## src/rtl/core/fig_pkg.sv

```systemverilog
// ----------------------------------------------------------------------------
// Fault injection gate package
// Types, constants and small arithmetic helpers shared by the gate RTL.
// ----------------------------------------------------------------------------
package fig_pkg;

  localparam int MOTOR_COUNT   = 8;
  localparam int I2C_BUS_COUNT = 4;
  localparam int SPI_BUS_COUNT = 4;

  localparam int I2C_IDX_W  = (I2C_BUS_COUNT > 1) ? $clog2(I2C_BUS_COUNT) : 1;
  localparam int SPI_IDX_W  = (SPI_BUS_COUNT > 1) ? $clog2(SPI_BUS_COUNT) : 1;
  localparam int MASK_IDX_W = 3;

  localparam int IN_DATA_W  = 80;
  localparam int OUT_DATA_W = 32;

  localparam logic signed [15:0] KNOB_MIN     = 16'sd1000;
  localparam logic signed [15:0] KNOB_MAX     = 16'sd2000;
  localparam logic signed [15:0] BATT_LOW_TH  = 16'sd1250;
  localparam logic signed [15:0] BATT_HIGH_TH = 16'sd1750;
  localparam logic [9:0]  KNOB_SPAN    = 10'd1000;
  localparam logic [17:0] RECIP_DIV10  = 18'd205;
  localparam logic [26:0] RECIP_DIV100 = 27'd5243;
  localparam logic [6:0]  RATE_FULL    = 7'd100;
  localparam logic [6:0]  CNT_LAST     = 7'd99;
  localparam logic [6:0]  FILL_BASE    = 7'h40;
  localparam logic [13:0] FILL_SPAN    = 14'd63;
  localparam logic [6:0]  MAX_RATE_RST = 7'd100;

  localparam logic [1:0] BATT_NONE = 2'd0;
  localparam logic [1:0] BATT_LOW  = 2'd1;
  localparam logic [1:0] BATT_HIGH = 2'd2;

  typedef enum logic [1:0] {
    REQ_UPDATE   = 2'd0,
    REQ_I2C_READ = 2'd1,
    REQ_SPI_READ = 2'd2,
    REQ_MOTOR    = 2'd3
  } req_e;

  typedef enum logic [1:0] {
    CFG_I2C_MAX = 2'd0,
    CFG_SPI_MAX = 2'd1
  } cfg_idx_e;

  typedef struct packed {
    req_e              req;
    logic [3:0]        target;
    logic [7:0]        motor_mask;
    logic [7:0]        i2c_mask;
    logic [7:0]        spi_mask;
    logic signed [15:0] i2c_knob;
    logic signed [15:0] spi_knob;
    logic signed [15:0] batt_knob;
    logic              rc_loss;
  } s1_t;

  typedef struct packed {
    req_e       req;
    logic [3:0] target;
    logic [7:0] motor_mask;
    logic [7:0] i2c_mask;
    logic [7:0] spi_mask;
    logic       rc_loss;
    logic [1:0] batt_lvl;
    logic [6:0] i2c_pct;
    logic [6:0] spi_pct;
  } s2_t;

  typedef struct packed {
    req_e        req;
    logic [3:0]  target;
    logic [7:0]  motor_mask;
    logic [7:0]  i2c_mask;
    logic [7:0]  spi_mask;
    logic        rc_loss;
    logic [1:0]  batt_lvl;
    logic [6:0]  spi_pct;
    logic [13:0] i2c_prod;
    logic [13:0] spi_prod;
    logic [13:0] fill_prod;
  } s3_t;

  typedef struct packed {
    logic [6:0] spi_pct;
    logic [6:0] i2c_rate;
    logic       ovr_mode;
    logic       rc_loss;
    logic [1:0] batt_lvl;
    logic       motor_off;
    logic [6:0] fill;
    logic       ovr_act;
    logic       blocked;
  } res_t;

  typedef struct packed {
    logic       blocked;
    logic [6:0] cnt_next;
  } pat_t;

  // Clamp to 1000..2000, then (clamped - 1000) / 10 as a multiply by 205/2048,
  // which is exact over 0..1000.
  function automatic logic [6:0] knob_pct(input logic signed [15:0] knob);
    logic [9:0]         off;
    logic signed [15:0] diff;
    logic [17:0]        prod;
    diff = knob - KNOB_MIN;
    if (knob < KNOB_MIN) begin
      off = '0;
    end else if (knob > KNOB_MAX) begin
      off = KNOB_SPAN;
    end else begin
      off = diff[9:0];
    end
    prod = 18'(off) * RECIP_DIV10;
    return prod[17:11];
  endfunction

  function automatic logic [1:0] batt_level(input logic signed [15:0] knob);
    logic [1:0] lvl;
    if (knob < BATT_LOW_TH) begin
      lvl = BATT_NONE;
    end else if (knob <= BATT_HIGH_TH) begin
      lvl = BATT_LOW;
    end else begin
      lvl = BATT_HIGH;
    end
    return lvl;
  endfunction

  // Division by 100 as a multiply by 5243/2^19, exact for values up to 12700.
  function automatic logic [6:0] div100(input logic [13:0] val);
    logic [26:0] prod;
    prod = 27'(val) * RECIP_DIV100;
    return prod[25:19];
  endfunction

  // One step of the repeating block pattern for a single bus.
  function automatic pat_t pattern_step(input logic en, input logic [6:0] rate,
                                        input logic [6:0] cnt);
    pat_t r;
    r.blocked  = 1'b0;
    r.cnt_next = cnt;
    if (en && (rate != '0)) begin
      if (rate >= RATE_FULL) begin
        r.blocked = 1'b1;
      end else begin
        r.blocked  = (cnt < rate);
        r.cnt_next = (cnt == CNT_LAST) ? '0 : cnt + 7'd1;
      end
    end
    return r;
  endfunction

endpackage

```

## src/rtl/core/fault_injection_gate.sv

```systemverilog
// ----------------------------------------------------------------------------
// Fault injection gate
// Knob updates set fault rates and levels; bus and motor queries are answered
// from that state with a per-bus repeating block pattern.
// ----------------------------------------------------------------------------
// Usage:
//   s_axis carries one request per transaction: tuser is the request kind
//   (update, I2C read, SPI read, motor query), tdata the target and knobs.
//   m_axis returns exactly one result per request, in request order.
//   cfg writes the two max error rate registers; write them only while no
//   request is in flight. Rates are derived from them at the next update.
// Timing:
//   Four register stages (input, percent, product, result); a request
//   passes through them in order before its result shows on m_axis.
//   One request per cycle is sustained while m_axis_tready_i is high;
//   the result stage (divide by 100, bus counter update) is the longest path.
// Reset:
//   Both max error rates return to 100, the fill byte returns to 0x40, all
//   other fault state and bus counters clear, and the pipeline empties.
// Stall:
//   When m_axis_tready_i is low the result holds and the requests behind it
//   close up; s_axis_tready_o drops only once all four stages hold a request.
// ----------------------------------------------------------------------------
module fault_injection_gate (
  input  logic                            clk_i,
  input  logic                            rst_ni,
  // Fields from bit 0: target[3:0], motor_mask_in[11:4], i2c_mask_in[19:12],
  // i2c_knob[35:20], spi_mask_in[43:36], spi_knob[59:44],
  // battery_knob[75:60], rc_loss_request[76], zero fill up to bit 79.
  input  logic [fig_pkg::IN_DATA_W-1:0]   s_axis_tdata_i,
  // Fields from bit 0: req_type[1:0].
  input  logic [1:0]                      s_axis_tuser_i,
  input  logic                            s_axis_tvalid_i,
  output logic                            s_axis_tready_o,
  // Fields from bit 0: read_blocked[0], overrange_active[1], fill_byte[8:2],
  // motor_disabled[9], battery_level[11:10], rc_loss_active[12],
  // overrange_mode[13], i2c_rate_now[20:14], spi_percent_now[27:21],
  // zero fill up to bit 31.
  output logic [fig_pkg::OUT_DATA_W-1:0]  m_axis_tdata_o,
  output logic                            m_axis_tvalid_o,
  input  logic                            m_axis_tready_i,
  input  logic                            cfg_valid_i,
  output logic                            cfg_ready_o,
  input  logic [1:0]                      cfg_index_i,
  input  logic [6:0]                      cfg_data_i
);

  // Configuration registers.
  logic [6:0] i2c_max_q, spi_max_q;

  // Pipeline registers.
  logic         s1_valid_q, s2_valid_q, s3_valid_q, out_valid_q;
  fig_pkg::s1_t s1_d, s1_q;
  fig_pkg::s2_t s2_d, s2_q;
  fig_pkg::s3_t s3_d, s3_q;
  fig_pkg::res_t res_d, res_q;
  logic         out_ready, s3_ready, s2_ready, s1_ready, s3_fire;

  // Fault state.
  logic [7:0] motor_off_d, motor_off_q;
  logic [7:0] i2c_en_d, i2c_en_q;
  logic [7:0] spi_en_d, spi_en_q;
  logic [6:0] i2c_rate_d, i2c_rate_q;
  logic [6:0] spi_rate_d, spi_rate_q;
  logic [6:0] spi_pct_d, spi_pct_q;
  logic [6:0] fill_d, fill_q;
  logic       ovr_d, ovr_q;
  logic       sw_last_d, sw_last_q;
  logic [1:0] batt_d, batt_q;
  logic       rc_d, rc_q;
  logic [6:0] i2c_cnt_d [fig_pkg::I2C_BUS_COUNT];
  logic [6:0] i2c_cnt_q [fig_pkg::I2C_BUS_COUNT];
  logic [6:0] spi_cnt_d [fig_pkg::SPI_BUS_COUNT];
  logic [6:0] spi_cnt_q [fig_pkg::SPI_BUS_COUNT];

  logic [fig_pkg::I2C_IDX_W-1:0]  i2c_idx;
  logic [fig_pkg::SPI_IDX_W-1:0]  spi_idx;
  logic [fig_pkg::MASK_IDX_W-1:0] bit_idx;
  logic                           i2c_hit, spi_hit, motor_hit;
  fig_pkg::pat_t                  i2c_pat, spi_pat;

  // Configuration port.
  assign cfg_ready_o = 1'b1;

  always_ff @(posedge clk_i or negedge rst_ni) begin
    if (!rst_ni) begin
      i2c_max_q <= fig_pkg::MAX_RATE_RST;
      spi_max_q <= fig_pkg::MAX_RATE_RST;
    end else if (cfg_valid_i) begin
      unique case (cfg_index_i)
        fig_pkg::CFG_I2C_MAX: i2c_max_q <= cfg_data_i;
        fig_pkg::CFG_SPI_MAX: spi_max_q <= cfg_data_i;
        default: ;
      endcase
    end
  end

  // Handshake chain: each stage moves when the one after it has room.
  assign out_ready       = !out_valid_q || m_axis_tready_i;
  assign s3_ready        = !s3_valid_q || out_ready;
  assign s2_ready        = !s2_valid_q || s3_ready;
  assign s1_ready        = !s1_valid_q || s2_ready;
  assign s3_fire         = s3_valid_q && out_ready;
  assign s_axis_tready_o = s1_ready;

  always_ff @(posedge clk_i or negedge rst_ni) begin
    if (!rst_ni) begin
      s1_valid_q  <= 1'b0;
      s2_valid_q  <= 1'b0;
      s3_valid_q  <= 1'b0;
      out_valid_q <= 1'b0;
    end else begin
      if (s1_ready) begin
        s1_valid_q <= s_axis_tvalid_i;
      end
      if (s2_ready) begin
        s2_valid_q <= s1_valid_q;
      end
      if (s3_ready) begin
        s3_valid_q <= s2_valid_q;
      end
      if (out_ready) begin
        out_valid_q <= s3_valid_q;
      end
    end
  end

  // Stage 1: unpack the request.
  always_comb begin
    s1_d.req        = fig_pkg::req_e'(s_axis_tuser_i);
    s1_d.target     = s_axis_tdata_i[3:0];
    s1_d.motor_mask = s_axis_tdata_i[11:4];
    s1_d.i2c_mask   = s_axis_tdata_i[19:12];
    s1_d.i2c_knob   = $signed(s_axis_tdata_i[35:20]);
    s1_d.spi_mask   = s_axis_tdata_i[43:36];
    s1_d.spi_knob   = $signed(s_axis_tdata_i[59:44]);
    s1_d.batt_knob  = $signed(s_axis_tdata_i[75:60]);
    s1_d.rc_loss    = s_axis_tdata_i[76];
  end

  // Stage 2: clamp the bus knobs and turn them into percents; grade the battery knob.
  always_comb begin
    s2_d.req        = s1_q.req;
    s2_d.target     = s1_q.target;
    s2_d.motor_mask = s1_q.motor_mask;
    s2_d.i2c_mask   = s1_q.i2c_mask;
    s2_d.spi_mask   = s1_q.spi_mask;
    s2_d.rc_loss    = s1_q.rc_loss;
    s2_d.batt_lvl   = fig_pkg::batt_level(s1_q.batt_knob);
    s2_d.i2c_pct    = fig_pkg::knob_pct(s1_q.i2c_knob);
    s2_d.spi_pct    = fig_pkg::knob_pct(s1_q.spi_knob);
  end

  // Stage 3: scale the percents by the max rates and by the fill span.
  always_comb begin
    s3_d.req        = s2_q.req;
    s3_d.target     = s2_q.target;
    s3_d.motor_mask = s2_q.motor_mask;
    s3_d.i2c_mask   = s2_q.i2c_mask;
    s3_d.spi_mask   = s2_q.spi_mask;
    s3_d.rc_loss    = s2_q.rc_loss;
    s3_d.batt_lvl   = s2_q.batt_lvl;
    s3_d.spi_pct    = s2_q.spi_pct;
    s3_d.i2c_prod   = 14'(s2_q.i2c_pct) * 14'(i2c_max_q);
    s3_d.spi_prod   = 14'(s2_q.spi_pct) * 14'(spi_max_q);
    s3_d.fill_prod  = 14'(s2_q.spi_pct) * fig_pkg::FILL_SPAN;
  end

  always_ff @(posedge clk_i) begin
    if (s_axis_tvalid_i && s1_ready) begin
      s1_q <= s1_d;
    end
    if (s1_valid_q && s2_ready) begin
      s2_q <= s2_d;
    end
    if (s2_valid_q && s3_ready) begin
      s3_q <= s3_d;
    end
    if (s3_fire) begin
      res_q <= res_d;
    end
  end

  // Final stage: apply the request to the fault state and form the result.
  assign i2c_idx   = s3_q.target[fig_pkg::I2C_IDX_W-1:0];
  assign spi_idx   = s3_q.target[fig_pkg::SPI_IDX_W-1:0];
  assign bit_idx   = s3_q.target[fig_pkg::MASK_IDX_W-1:0];
  assign i2c_hit   = (s3_q.target < 4'(fig_pkg::I2C_BUS_COUNT));
  assign spi_hit   = (s3_q.target < 4'(fig_pkg::SPI_BUS_COUNT));
  assign motor_hit = (s3_q.target < 4'(fig_pkg::MOTOR_COUNT));
  assign i2c_pat   = fig_pkg::pattern_step(i2c_en_q[bit_idx], i2c_rate_q,
                                           i2c_cnt_q[i2c_idx]);
  assign spi_pat   = fig_pkg::pattern_step(spi_en_q[bit_idx], spi_rate_q,
                                           spi_cnt_q[spi_idx]);

  always_comb begin
    motor_off_d = motor_off_q;
    i2c_en_d    = i2c_en_q;
    spi_en_d    = spi_en_q;
    i2c_rate_d  = i2c_rate_q;
    spi_rate_d  = spi_rate_q;
    spi_pct_d   = spi_pct_q;
    fill_d      = fill_q;
    ovr_d       = ovr_q;
    sw_last_d   = sw_last_q;
    batt_d      = batt_q;
    rc_d        = rc_q;
    i2c_cnt_d   = i2c_cnt_q;
    spi_cnt_d   = spi_cnt_q;
    res_d       = '0;

    unique case (s3_q.req)
      fig_pkg::REQ_UPDATE: begin
        motor_off_d = s3_q.motor_mask;
        i2c_en_d    = s3_q.i2c_mask;
        spi_en_d    = s3_q.spi_mask;
        i2c_rate_d  = fig_pkg::div100(s3_q.i2c_prod);
        spi_rate_d  = fig_pkg::div100(s3_q.spi_prod);
        spi_pct_d   = s3_q.spi_pct;
        fill_d      = fig_pkg::FILL_BASE + fig_pkg::div100(s3_q.fill_prod);
        // The SPI switch going from on to off with the knob at its bottom
        // flips between error-rate mode and overrange mode.
        if (sw_last_q && (s3_q.spi_mask == '0) && (s3_q.spi_pct == '0)) begin
          ovr_d = !ovr_q;
        end
        sw_last_d = |s3_q.spi_mask;
        batt_d    = s3_q.batt_lvl;
        rc_d      = s3_q.rc_loss;
      end
      fig_pkg::REQ_I2C_READ: begin
        if (i2c_hit) begin
          res_d.blocked      = i2c_pat.blocked;
          i2c_cnt_d[i2c_idx] = i2c_pat.cnt_next;
        end
      end
      fig_pkg::REQ_SPI_READ: begin
        if (spi_hit) begin
          if (!ovr_q) begin
            res_d.blocked      = spi_pat.blocked;
            spi_cnt_d[spi_idx] = spi_pat.cnt_next;
          end else begin
            res_d.ovr_act = spi_en_q[bit_idx];
          end
        end
      end
      fig_pkg::REQ_MOTOR: begin
        if (motor_hit) begin
          res_d.motor_off = motor_off_q[bit_idx];
        end
      end
      default: ;
    endcase

    res_d.fill     = fill_d;
    res_d.batt_lvl = batt_d;
    res_d.rc_loss  = rc_d;
    res_d.ovr_mode = ovr_d;
    res_d.i2c_rate = i2c_rate_d;
    res_d.spi_pct  = spi_pct_d;
  end

  always_ff @(posedge clk_i or negedge rst_ni) begin
    if (!rst_ni) begin
      motor_off_q <= '0;
      i2c_en_q    <= '0;
      spi_en_q    <= '0;
      i2c_rate_q  <= '0;
      spi_rate_q  <= '0;
      spi_pct_q   <= '0;
      fill_q      <= fig_pkg::FILL_BASE;
      ovr_q       <= 1'b0;
      sw_last_q   <= 1'b0;
      batt_q      <= fig_pkg::BATT_NONE;
      rc_q        <= 1'b0;
      i2c_cnt_q   <= '{default: '0};
      spi_cnt_q   <= '{default: '0};
    end else if (s3_fire) begin
      motor_off_q <= motor_off_d;
      i2c_en_q    <= i2c_en_d;
      spi_en_q    <= spi_en_d;
      i2c_rate_q  <= i2c_rate_d;
      spi_rate_q  <= spi_rate_d;
      spi_pct_q   <= spi_pct_d;
      fill_q      <= fill_d;
      ovr_q       <= ovr_d;
      sw_last_q   <= sw_last_d;
      batt_q      <= batt_d;
      rc_q        <= rc_d;
      i2c_cnt_q   <= i2c_cnt_d;
      spi_cnt_q   <= spi_cnt_d;
    end
  end

  assign m_axis_tvalid_o = out_valid_q;
  assign m_axis_tdata_o  = {4'b0000, res_q};

`ifndef SYNTHESIS
  a_batt_level_range: assert property (@(posedge clk_i) disable iff (!rst_ni)
    (batt_q == fig_pkg::BATT_NONE) || (batt_q == fig_pkg::BATT_LOW) ||
    (batt_q == fig_pkg::BATT_HIGH))
    else $error("battery fault level out of range");

  a_fill_high_half: assert property (@(posedge clk_i) disable iff (!rst_ni)
    fill_q[6])
    else $error("fill byte below its base value");

  a_ovr_not_blocked: assert property (@(posedge clk_i) disable iff (!rst_ni)
    out_valid_q |-> !(res_q.ovr_act && res_q.blocked))
    else $error("overrange SPI read reported as blocked");

  a_ovr_only_on_update: assert property (@(posedge clk_i) disable iff (!rst_ni)
    (ovr_q != $past(ovr_q)) |-> $past(s3_fire && (s3_q.req == fig_pkg::REQ_UPDATE)))
    else $error("overrange mode changed outside a knob update");
`endif

endmodule
```

## config.mk

```make
export PLATFORM = sky130hd
export DESIGN_NAME = fault_injection_gate
export DESIGN_NICKNAME = d
export VERILOG_FILES = /design/src/rtl/core/fig_pkg.sv /design/src/rtl/core/fault_injection_gate.sv
export SDC_FILE = /design/constraint.sdc
export NUM_CORES = 1
export LEC_CHECK = 0
export ABC_CLOCK_PERIOD_IN_PS = 7000
export CAP_MARGIN = 20
export CORE_ASPECT_RATIO = 0.9
export CORE_MARGIN = 2
export CORE_UTILIZATION = 25
export CTS_BUF_LIST = sky130_fd_sc_hd__clkbuf_8
export CTS_CLUSTER_SIZE = 24
export DETAILED_ROUTE_END_ITERATION = 10
export DONT_BUFFER_PORTS = 1
export SETUP_SLACK_MARGIN = 0.3
export SLEW_MARGIN = 25
export SYNTH_ARGS = -nofsm -noshare
export SYNTH_HDL_FRONTEND = slang
export SYNTH_SLANG_ARGS = --single-unit
```

## constraint.sdc

```tcl
create_clock -name clk_i -period 7 [get_ports clk_i]
set_input_delay 0.7 -clock clk_i [delete_from_list [all_inputs] [get_ports clk_i]]
set_output_delay 0.7 -clock clk_i [all_outputs]
set_load 0.03 [all_outputs]
```

== Word level (Yosys, flattened, before mapping) ==
Cells that the tools add are included.
Storage, ports and cells
  output and inout port bits: 35
  memories kept: 0
  flip-flop bits (word level): 366
  memory bits (read-only): 0
  input port bits: 96
  bits in latches: 0
  bits in writable memories: 0
Operators by class
  reductions and logical operators: 32
  add/sub/neg operators: 5
  muxes and demuxes: 40
  equal/unequal tests: 6
  magnitude comparators: 15
  shift-type cells: 0
  divide/modulo/power cells: 0
  bitwise operators: 2
  multiply operators: 8
Operator list (number)
  2-to-1 mux 7 bit: 12
  bitwise mux 28 bit: 2
  multiplier 14 x 13 -> 26 bit (second input constant): 2
  2-to-1 mux 10 bit: 4
  multiplier 10 x 8 -> 18 bit (second input constant): 2
  > comparator 16 x 12 -> 1 bit (second input constant): 2
  < comparator 16 x 11 -> 1 bit (second input constant): 2
  binary-select mux 7 bit (select 2 bit): 2
  multiplier 7 x 7 -> 14 bit: 2
  multiplier 13 x 13 -> 26 bit (second input constant): 1
  subtractor 10 x 6 -> 10 bit (second input constant): 2
  <= comparator 16 x 12 -> 1 bit (second input constant): 1
  < comparator 16 x 12 -> 1 bit (second input constant): 1
  2-to-1 mux 8 bit: 2
  adder 7 x 1 -> 7 bit (second input constant): 2
  demux 7 bit (select 2 bit): 1
  equality test 7 bit (second input constant): 2
  greater-or-equal comparator 7 bit (second input constant): 2
  < comparator 7 bit: 2
  nonzero test 7 bit: 2
  multiplier 7 x 6 -> 13 bit (second input constant): 1
  2-to-1 mux 1 bit: 11
  binary-select mux 1 bit (select 3 bit): 3
  logical AND 1 bit: 9
  other kinds (21): 36

== Logic depth before layout (Yosys ltp) ==
  word-level depth: 11
  mapped depth: 25

== Worst setup path before layout ==
No wires, ideal clock.
  path type: register to register
  start point: reg s1_q[32] (netlist bit)
  end point: reg s2_q[4] (netlist bit), data pin
  cell stages (with the launch flop): 21
  arrival: 5577 ps
  setup time: 258 ps
  required time: 6742 ps
  path slack: 1165 ps
  buffers on the path: 0
  cells stage by stage: edfxtp_1 > or4_1 > o31ai_1 > a21oi_1 > and2_1 > ha_1 > inv_1 > fa_1 > inv_1 > fa_1 > inv_1 > fa_1 > inv_1 > ha_1 > a2111oi_0 > nor3b_1 > a211oi_2 > o21a_1 > o21ai_1 > nor2b_1 > xnor2_1
RTL lines
  start: declaration: RTL line fault_injection_gate.sv:53  | fig_pkg::s1_t s1_d, s1_q;
  start signal: assignment: RTL line fault_injection_gate.sv:171  | s1_q <= s1_d;
  end signal: assignment: RTL line fault_injection_gate.sv:174  | s2_q <= s2_d;
  end: declaration: RTL line fault_injection_gate.sv:54  | fig_pkg::s2_t s2_d, s2_q;

==> results.json <==
{
  "met2_usage": 0.157,
  "antenna_found_initial": 10,
  "skew_ps": 63.0,
  "drc": 0,
  "ff2ff_path_depth": 23,
  "nFillCells": 12500,
  "gr-total-overflow": 0,
  "die_w_um": 371,
  "synth_common_cells": "563 x inv_1, 484 x ha_1, 279 x fa_1",
  "critPathLaunchType": "register",
  "end_kind": "register",
  "grt_util_met1": 0.145,
  "htreeDepth": 2,
  "core_um2": 121000,
  "clk_latency_ps": 730,
  "synth_edf_count": 234,
  "status": "finished clean",
  "synth-async-reset-ratio": 0.359,
  "postCtsSetupBuffers": 0,
  "cts_buffers": 61,
  "ys_seq_elements": 365,
  "finalSetupViolCount": 0,
  "netlist_top_cells_area": "edfxtp_1 23%, ha_1 20%, fa_1 18%",
  "vias": 18300,
  "yosysWarnings": 0,
  "synth_top_cell_area_share": 0.231,
  "worst_slew_pin_slew_ps": 833,
  "hold_depth": 1,
  "netlist-cell-type-count": 74,
  "crit_fanout": 6,
  "grt_max_degree": 132,
  "ios": 131,
  "min_period_ps": 6160,
  "cts_buffer_depth": 3,
  "grt_use_total": 0.103,
  "drt_first_pass_iters": 5,
  "drt-initial-drc-count": 801,
  "antenna_cells": 0,
  "use_met3": 0.0285,
  "synthCells": 2653,
  "grt_pass1_wl_um": 103000,
  "max_stage_delay_ps": 620,
  "dpl_cell_area_um2": 32300,
  "max_freq_mhz": 162,
  "finalMaxSlewViolations": 0,
  "synth_area_um2": 30400,
  "ant_nets": 0,
  "drt-wirelength-per-cell_um": 13.9,
  "root_buffer": "clkbuf_8",
  "cts_tree": "built",
  "crit_top_cell": "inv_1",
  "cts_sinks": 365,
  "tns_ps": 0,
  "place_congestion": 0.824,
  "finalCritPeriodShare": 0.880,
  "start_util": 0.252,
  "die_y_um": 335,
  "layout-drive-gt1-share": 0.0768,
  "postSynthAreaPerCell_um2": 11.4,
  "busiest_layer": "met2",
  "rsz0062_at_grt": "no",
  "fp-row-count": 121,
  "grt_pass1_vias": 19700,
  "yosys.area.top_type": "edfxtp_1",
  "ys.flop_type": "edfxtp_1",
  "critPathKind": "register to register",
  "layout.nets": 3608,
  "hp-class": "primary input to register",
  "path_cells": "inv_1 -> ha_1 -> or4b_1 -> a21oi_1 -> o21ai_0 -> nand2_1 -> a21oi_1 -> ha_1 -> inv_1 -> fa_1 -> inv_1 -> fa_1 -> inv_1 -> fa_1 -> inv_1 -> ha_1 -> a2111oi_1 -> nor3b_2 -> a211oi_2 -> o21a_1 -> o21ai_1 -> a21oi_1 -> xor2_1",
  "drv_cap": 0,
  "relSlewSlack": 0.440,
  "fin_area_um2": 34100,
  "crit_arrival_ps": 6620,
  "critPathSlowestCell": "a2111oi_1",
  "cp_data_required_time_ps": 7460,
  "hold_viol": 0,
  "die-area_um2": 124000,
  "wl_um": 61000,
  "vias_per_cell": 4.17,
  "path_clk_slew_ps": 60,
  "area_delta_synth_final_pct": 12.4,
  "ys_seq_area_frac": 0.340,
  "dp_hpwl_um": 48300,
  "yosysMostFrequentCell": "inv_1",
  "portBuffers": 0
}
## through the flow
stage / std cells / hold WS (ps) / setup slack (ps) / utilization
2_1_floorplan: 2656 / 400 / 1170 / -
3_3_place_gp: 4235 / 401 / 740 / 0.268
3_5_place_dp: 4235 / 405 / 688 / 0.268
4_1_cts: 4398 / 0.799 / 676 / 0.282
5_1_grt: 4399 / 28.3 / 366 / 0.283
6_report: 4399 / 91.4 / 843 / 0.283
## flip-flops by register name, indices dropped and copies added, names as in the netlist, 8 cells and up
signal          flops
m_axis_tdata_o     28
motor_off_q         8
i2c_en_q            8
spi_cnt_q          28
s3_q               77
spi_en_q            8
i2c_cnt_q          28
s2_q               47
s1_q               79
## worst paths after layout
kind                            startpoint       endpoint  slack (ps)
setup / recovery                  s1_q[20]        s2_q[5]         840
hold / removal             s_axis_tvalid_i     s1_valid_q          90
setup reg to reg                  s1_q[20]        s2_q[5]         840
hold reg to reg                   s2_q[41]     bit_idx[0]         380
max in group asynchronous           rst_ni  spi_cnt_q[20]        5740
min in group asynchronous           rst_ni  i2c_rate_q[3]         730
## layout make-up
cell class,count,area [µm²],area share
Clock buffer,65,895,0.0262
Clock inverter,49,382,0.0112
Inverter,563,2110,0.0619
Multi-Input combinational cell,1697,17800,0.522
Sequential cell,365,10300,0.302
Tap cell,1599,2000,0.0586
Timing Repair Buffer,61,618,0.0181
## worst max-delay path: cells and delay by family, from the launching register on
family	cells	cell delay (ps)
AOI/OAI and AO/OA	8	1760
xor gates and xnor gates	1	150
adders and majority gates	6	2300
buffers and inverters	5	320
DFF	1	420
and+or+nand+nor	3	930
## per-layer routing
metal	routed length, µm	share of wire
met5	63	0.0010
met4	1150	0.019
met3	3590	0.059
met2	25700	0.42
met1	30500	0.50
## kinds of logic after synthesis
group	count (synthesis)	share of synthesized area
other cells	2	0.000247
simple gates	486	0.0759
buf+inv	594	0.0753
compound gates	255	0.0533
xor+xnor	84	0.0242
flops	365	0.340
mux	104	0.0479
fa+ha+maj	763	0.383
## cell usage in the layout, fill, tap and decap left out, types with 8 or more instances in the layout
cell type,instances
and2_1,51
xnor2_1,55
a31oi_1,9
nand3_1,30
buf_4,11
clkbuf_8,65
nor3_1,19
o21ai_0,73
nor2b_1,17
mux2_2,75
nand2b_1,9
o21a_1,9
clkinv_1,10
edfxtp_1,234
nor2_1,54
inv_1,583
o21bai_1,9
mux4_1,17
fa_1,279
ha_1,483
xor2_1,29
and3_1,8
a21o_1,27
mux2i_1,8
a21oi_1,70
o31ai_1,9
dlygate4sd3_1,48
o211ai_1,8
dfrtp_1,124
nand2_1,243
## repair_timing
item	CTS	global route
setup endpoints to repair	0	3
hold endpoints to repair	178	0
hold buffers	49	0
gates resized for setup	0	2
Power is left out: the tool's default activity adds up to more than one toggle a clock period on the data nets, which glitch-free logic cannot reach.
